**src/rtl/rgbhsv_pkg.sv**
```systemverilog
// shared types, widths and constants for the rgb to hsv converter
`timescale 1ns / 1ps

package rgbhsv_pkg;

    localparam int CHANNEL_BITS = 8;
    localparam int HUE_W        = 16;
    localparam int SIXTY_UNITS  = 3840;
    localparam int HUE_QB       = 12;
    localparam int SAT_WORK_W   = 2 * CHANNEL_BITS;
    localparam int HUE_WORK_W   = CHANNEL_BITS + HUE_QB;
    localparam int DIV_STAGES   = (HUE_QB > CHANNEL_BITS) ? HUE_QB : CHANNEL_BITS;

    localparam logic signed [HUE_W-1:0] HUE_BASE_RED   = HUE_W'(0);
    localparam logic signed [HUE_W-1:0] HUE_BASE_GREEN = HUE_W'(2 * SIXTY_UNITS);
    localparam logic signed [HUE_W-1:0] HUE_BASE_BLUE  = HUE_W'(4 * SIXTY_UNITS);
    localparam logic signed [HUE_W-1:0] HUE_MIN        = -HUE_W'(SIXTY_UNITS);
    localparam logic signed [HUE_W-1:0] HUE_MAX        = HUE_W'(5 * SIXTY_UNITS);

    typedef enum logic [1:0] {
        SECTOR_RED,
        SECTOR_GREEN,
        SECTOR_BLUE
    } hue_sector_t;

    typedef struct packed {
        logic [CHANNEL_BITS-1:0] red;
        logic [CHANNEL_BITS-1:0] green;
        logic [CHANNEL_BITS-1:0] blue;
    } rgb_pixel_t;

    typedef struct packed {
        logic signed [HUE_W-1:0] hue;
        logic [CHANNEL_BITS-1:0] saturation;
        logic [CHANNEL_BITS-1:0] brightness;
    } hsv_pixel_t;

    typedef struct packed {
        hue_sector_t             sector;
        logic                    neg;
        logic                    grey;
        logic [CHANNEL_BITS-1:0] brightness;
    } hsv_side_t;

    typedef struct packed {
        logic [SAT_WORK_W-1:0]   sat_work;
        logic [CHANNEL_BITS-1:0] sat_den;
        logic [HUE_WORK_W-1:0]   hue_work;
        logic [CHANNEL_BITS-1:0] hue_den;
        hsv_side_t               side;
    } div_word_t;

endpackage

```
**src/rtl/rgbhsv_div_pipe.sv**
```systemverilog
// pipelined restoring divider, one quotient bit per stage for saturation and hue
`timescale 1ns / 1ps

module rgbhsv_div_pipe (
    input  logic                  aclk,
    input  logic                  aresetn,
    input  logic                  enable,
    input  logic                  in_valid,
    input  rgbhsv_pkg::div_word_t in_word,
    output logic                  out_valid,
    output rgbhsv_pkg::div_word_t out_word
);
    import rgbhsv_pkg::*;

    function automatic logic [SAT_WORK_W-1:0] sat_step(
        input logic [SAT_WORK_W-1:0]   work,
        input logic [CHANNEL_BITS-1:0] den
    );
        logic [CHANNEL_BITS:0] part;
        logic [CHANNEL_BITS:0] sub;
        logic                  ge;
        part = work[SAT_WORK_W-1:CHANNEL_BITS-1];
        sub  = part - {1'b0, den};
        ge   = (part >= {1'b0, den});
        return {(ge ? sub[CHANNEL_BITS-1:0] : part[CHANNEL_BITS-1:0]),
                work[CHANNEL_BITS-2:0], ge};
    endfunction

    function automatic logic [HUE_WORK_W-1:0] hue_step(
        input logic [HUE_WORK_W-1:0]   work,
        input logic [CHANNEL_BITS-1:0] den
    );
        logic [CHANNEL_BITS:0] part;
        logic [CHANNEL_BITS:0] sub;
        logic                  ge;
        part = work[HUE_WORK_W-1:HUE_QB-1];
        sub  = part - {1'b0, den};
        ge   = (part >= {1'b0, den});
        return {(ge ? sub[CHANNEL_BITS-1:0] : part[CHANNEL_BITS-1:0]),
                work[HUE_QB-2:0], ge};
    endfunction

    div_word_t stage_word [0:DIV_STAGES];
    logic      stage_valid [0:DIV_STAGES];

    assign stage_word[0]  = in_word;
    assign stage_valid[0] = in_valid;

    for (genvar s = 0; s < DIV_STAGES; s++) begin : g_stage
        div_word_t word_next;
        div_word_t word_reg;
        logic      valid_reg;

        always_comb begin
            word_next = stage_word[s];
            if (s < CHANNEL_BITS) begin
                word_next.sat_work = sat_step(stage_word[s].sat_work, stage_word[s].sat_den);
            end
            if (s < HUE_QB) begin
                word_next.hue_work = hue_step(stage_word[s].hue_work, stage_word[s].hue_den);
            end
        end

        always_ff @(posedge aclk) begin
            if (!aresetn) begin
                valid_reg <= 1'b0;
            end else if (enable) begin
                valid_reg <= stage_valid[s];
            end
        end

        always_ff @(posedge aclk) begin
            if (enable) begin
                word_reg <= word_next;
            end
        end

        assign stage_word[s+1]  = word_reg;
        assign stage_valid[s+1] = valid_reg;
    end

    assign out_word  = stage_word[DIV_STAGES];
    assign out_valid = stage_valid[DIV_STAGES];

endmodule

```
**src/rtl/rgb_to_hsv_converter_unit.sv**
```systemverilog
// rgb to hsv converter top level: input register, max/min, numerators, divider, output register
// throughput: one pixel per cycle unless the result side stalls, set by the one-bit-per-stage divider pipeline
// a stall on the result side freezes every stage; s_ready follows m_ready or an empty output
// reset: synchronous active-low aresetn clears all valid bits, payload registers are not reset
`timescale 1ns / 1ps

module rgb_to_hsv_converter_unit (
    input  logic                   aclk,
    input  logic                   aresetn,
    input  logic                   s_valid,
    output logic                   s_ready,
    input  rgbhsv_pkg::rgb_pixel_t s_data,
    output logic                   m_valid,
    input  logic                   m_ready,
    output rgbhsv_pkg::hsv_pixel_t m_data
);
    import rgbhsv_pkg::*;

    logic enable;

    rgb_pixel_t pix_reg;
    logic       pix_valid_reg;

    logic [CHANNEL_BITS-1:0] mx_next, mn_next, delta_next, diff_next;
    logic [CHANNEL_BITS-1:0] op_a, op_b;
    hue_sector_t             sector_next;
    logic                    neg_next;
    logic [CHANNEL_BITS-1:0] mx_reg, delta_reg, diff_reg;
    hue_sector_t             sector_reg;
    logic                    neg_reg;
    logic                    calc_valid_reg;

    div_word_t div_next, div_reg, div_out;
    logic      div_valid_reg, div_out_valid;

    logic signed [HUE_W-1:0] hue_base, hue_frac;
    hsv_pixel_t              out_next, out_reg;
    logic                    out_valid_reg;

    assign enable  = !out_valid_reg || m_ready;
    assign s_ready = enable;
    assign m_valid = out_valid_reg;
    assign m_data  = out_reg;

    always_ff @(posedge aclk) begin
        if (!aresetn) begin
            pix_valid_reg  <= 1'b0;
            calc_valid_reg <= 1'b0;
            div_valid_reg  <= 1'b0;
            out_valid_reg  <= 1'b0;
        end else if (enable) begin
            pix_valid_reg  <= s_valid;
            calc_valid_reg <= pix_valid_reg;
            div_valid_reg  <= calc_valid_reg;
            out_valid_reg  <= div_out_valid;
        end
    end

    // max, min, delta, hue sector selection and the sector difference with its sign
    always_comb begin
        mx_next = pix_reg.red;
        mn_next = pix_reg.red;
        if (pix_reg.green > mx_next) begin
            mx_next = pix_reg.green;
        end
        if (pix_reg.blue > mx_next) begin
            mx_next = pix_reg.blue;
        end
        if (pix_reg.green < mn_next) begin
            mn_next = pix_reg.green;
        end
        if (pix_reg.blue < mn_next) begin
            mn_next = pix_reg.blue;
        end
        delta_next = mx_next - mn_next;
        if (mx_next == pix_reg.red && mx_next != pix_reg.green) begin
            sector_next = SECTOR_RED;
            op_a        = pix_reg.green;
            op_b        = pix_reg.blue;
        end else if (mx_next == pix_reg.green && mx_next != pix_reg.blue) begin
            sector_next = SECTOR_GREEN;
            op_a        = pix_reg.blue;
            op_b        = pix_reg.red;
        end else begin
            sector_next = SECTOR_BLUE;
            op_a        = pix_reg.red;
            op_b        = pix_reg.green;
        end
        neg_next  = (op_a < op_b);
        diff_next = neg_next ? (op_b - op_a) : (op_a - op_b);
    end

    // numerators, guarded divisors and side information
    always_comb begin
        div_next.sat_work        = {delta_reg, CHANNEL_BITS'(0)} - SAT_WORK_W'(delta_reg);
        div_next.sat_den         = (mx_reg == '0) ? CHANNEL_BITS'(1) : mx_reg;
        div_next.hue_work        = HUE_WORK_W'(diff_reg) * HUE_WORK_W'(SIXTY_UNITS);
        div_next.hue_den         = (delta_reg == '0) ? CHANNEL_BITS'(1) : delta_reg;
        div_next.side.sector     = sector_reg;
        div_next.side.neg        = neg_reg;
        div_next.side.grey       = (delta_reg == '0);
        div_next.side.brightness = mx_reg;
    end

    always_ff @(posedge aclk) begin
        if (enable) begin
            pix_reg    <= s_data;
            mx_reg     <= mx_next;
            delta_reg  <= delta_next;
            diff_reg   <= diff_next;
            sector_reg <= sector_next;
            neg_reg    <= neg_next;
            div_reg    <= div_next;
            out_reg    <= out_next;
        end
    end

    rgbhsv_div_pipe u_div (
        .aclk      (aclk),
        .aresetn   (aresetn),
        .enable    (enable),
        .in_valid  (div_valid_reg),
        .in_word   (div_reg),
        .out_valid (div_out_valid),
        .out_word  (div_out)
    );

    // hue assembly and output pixel
    always_comb begin
        case (div_out.side.sector)
            SECTOR_RED:   hue_base = HUE_BASE_RED;
            SECTOR_GREEN: hue_base = HUE_BASE_GREEN;
            SECTOR_BLUE:  hue_base = HUE_BASE_BLUE;
            default:      hue_base = HUE_BASE_RED;
        endcase
        hue_frac = $signed(HUE_W'(div_out.hue_work[HUE_QB-1:0]));
        if (div_out.side.grey) begin
            out_next.hue = '0;
        end else if (div_out.side.neg) begin
            out_next.hue = hue_base - hue_frac;
        end else begin
            out_next.hue = hue_base + hue_frac;
        end
        out_next.saturation = div_out.sat_work[CHANNEL_BITS-1:0];
        out_next.brightness = div_out.side.brightness;
    end

endmodule

```
**config.mk**
```make
export PLATFORM = sky130hd
export DESIGN_NAME = rgb_to_hsv_converter_unit
export DESIGN_NICKNAME = d
export VERILOG_FILES = /design/src/rtl/rgbhsv_pkg.sv /design/src/rtl/rgbhsv_div_pipe.sv /design/src/rtl/rgb_to_hsv_converter_unit.sv
export SDC_FILE = /design/constraint.sdc
export NUM_CORES = 1
export LEC_CHECK = 0
export ABC_AREA = 1
export BUFFER_PORTS_ARGS = -buffer_cell sky130_fd_sc_hd__buf_4
export CAP_MARGIN = 20
export CORE_MARGIN = 4
export CORE_UTILIZATION = 45
export DETAILED_ROUTE_END_ITERATION = 16
export PLACE_DENSITY_LB_ADDON = 0.2
export SYNTH_ARGS = -nofsm -noshare
export SYNTH_HDL_FRONTEND = slang
export SYNTH_HIERARCHICAL = 1
export SYNTH_SLANG_ARGS = --single-unit
```
**constraint.sdc**
```tcl
create_clock -name aclk -period 26.4 [get_ports aclk]
set_input_delay 2.64 -clock aclk [delete_from_list [all_inputs] [get_ports aclk]]
set_output_delay 2.64 -clock aclk [all_outputs]
set_load 0.01 [all_outputs]
```
==> out/results.txt <==
Max Fclk - 0.134 GHz
status - complete, no violations
die width - 307 µm
drt pass-1 iters - 7
Worst EP required - 26.78 ns
CTS Sinks - 827
PwrDens - 138 nW/µm²
WP data arrival - 7.86 ns
Die Ht - 307 µm
register area - 24700 µm²
max_slew headroom - 31.4%
Hold/Removal Path Class - reg2reg
CTS H-tree lvls - 3
Final nets - 4145
DP Wirelength - 51700 µm
Fillers - 7910
post-layout instance area - 45000 µm²
placed cell areas - 42000 µm²
final setup fails - 0
hold_buf cts - 0
dpl ws - 18.96 ns
Power Total - 6200 µW
Worst-Margin Slew - 1.03 ns
setup bufs post-CTS - 0
met3 routed WL - 2210 µm
met1 wire length - 32400 µm
Antenna diodes - 0
VDD IR max - 99.6 µV
most frequent CP cell - nand2_1
Multi-input gate area - 13100 µm²
CTS Buf Count - 88
WL final - 71900 µm
Synth Warn # - 6
worst hold slack - 0.376 ns
CTS resizes - 0
met2 wire length - 35300 µm
vias in the first global route - 23729
DR WL/cell - 14.1 µm
Final Hold Viols - 0
gr usage total - 15.4%
Largest delay share family, worst path - simple AND/OR/NAND/NOR gates
critical path class - reg2reg
worst setup slack after layout - 18.91 ns
pin count of the biggest net entering global routing - 135
GRT overflow - 0
share of cells above drive strength 1 - 8.59%
Clock Skews - 0.0455 ns
clk slew on worst S/H paths - 0.05 ns
Final Slew Violations - 0
max reg flops - 601
Syn Area/Cell - 10.8 µm²
clock tree buffer depth - 3
Slowest Stage Delay on Critical Path - 0.53 ns
min cycle time layout - 7.49 ns
period utilisation layout - 28.4%
leakage power - 0.0205 µW
CP max stage cell - a21oi_1
# rows - 109
first-pass GRT wire length - 119000 µm
Top Layer Used - met4
Reg2Reg Setup Slack - 18.91 ns
DRC - 0
Setup crit end kind - register
port bufs - 61
CTS tree - done
Startpoint Class - register
RSZ-0062 raised after global routing - no
setup TNS - 0 ns
DIE AREA - 94300 µm²
initial core utilization - 45.5%
DRT iter0 DRCs - 1292
Clk Latency, worst-skew pair - 0.66 ns
DR vias - 24358
Area growth, synth to finish - 11.8%
Max-Cap Viols - 0
routability cong. - 0.875
initial antenna violation count - 0
WP buf/inv - 6
remaining antenna violation count - 0
CTS Root Cell - clkbuf_16
Core ar. - 88500 µm²
Syn Std Cell Area - 40200 µm²
critical path fanouts, max - 32
vias per inst - 4.79
# IOs - 62
post-synthesis instance total - 3721
[worst register-to-register path: cells and delay by family (launching register included)]
kind / cells / cell delay (ns)
buffers and inverters: 6 / 0.91
adders and majority gates: 3 / 1.07
DFF: 1 / 0.49
AOI/OAI and AO/OA: 3 / 0.77
and+or+nand+nor: 29 / 3.82
xor gates and xnor gates: 1 / 0.14
[per-stage QoR]
stage | util (%) | cells
finish | 50.8 | 5088
global route | 50.8 | 5088
CTS | 50.8 | 5088
detailed placement | 47.5 | 4927
global placement | 47.5 | 4927
floorplan | - | 3728
[power by group]
part,leakage (µW),internal (µW),switching (µW)
clock network,0.00139,715,513
logic,0.0104,982,1570
registers,0.00872,2170,255
[path summary, 6_finish.rpt]
kind                                     start  cells past startpoint                           end
setup / recovery                   pix_reg[23]                     42                   diff_reg[3]
hold / removal    u_div/g_stage[2].word_reg[7]                      0  u_div/g_stage[3].word_reg[7]
hold reg to reg   u_div/g_stage[2].word_reg[7]                      0  u_div/g_stage[3].word_reg[7]
setup reg to reg                   pix_reg[23]                     42                   diff_reg[3]
[cell usage in the layout, fill, tap and decap left out, drive strengths merged, types with 2 or more instances in the layout]
cell type	count
a211oi	2
a21o	4
a21oi	103
a221oi	2
a31oi	2
and2	7
and3	13
buf	72
bufinv	9
clkbuf	104
clkinv	43
clkinvlp	10
conb	8
dfxtp	16
edfxtp	811
fa	35
ha	230
inv	588
nand2	1077
nand3	353
nand3b	5
nand4	46
nor2	188
nor3	42
nor3b	4
o21a	3
o21ai	47
o21bai	6
o221ai	4
or2	9
xnor2	27
xor2	51
[layer usage]
metal | track usage [%] | up-vias
li1 | - | 12689
met1 | 19.7 | 11232
met2 | 27.1 | 308
met3 | 2.13 | 129
met4 | 5.17 | 0
met5 | 0 | -
[area by class of cell]
class                   count  area share [%]
clock buffers             104            5.08
clock inverters            57            1.47
inverters                 593            4.98
multi-input cells        2270            29.1
flip-flops and latches    827            54.9
well taps                1165            3.24
repair buffers             72            1.23
Note: power is estimated with default switching activity, not from simulation.
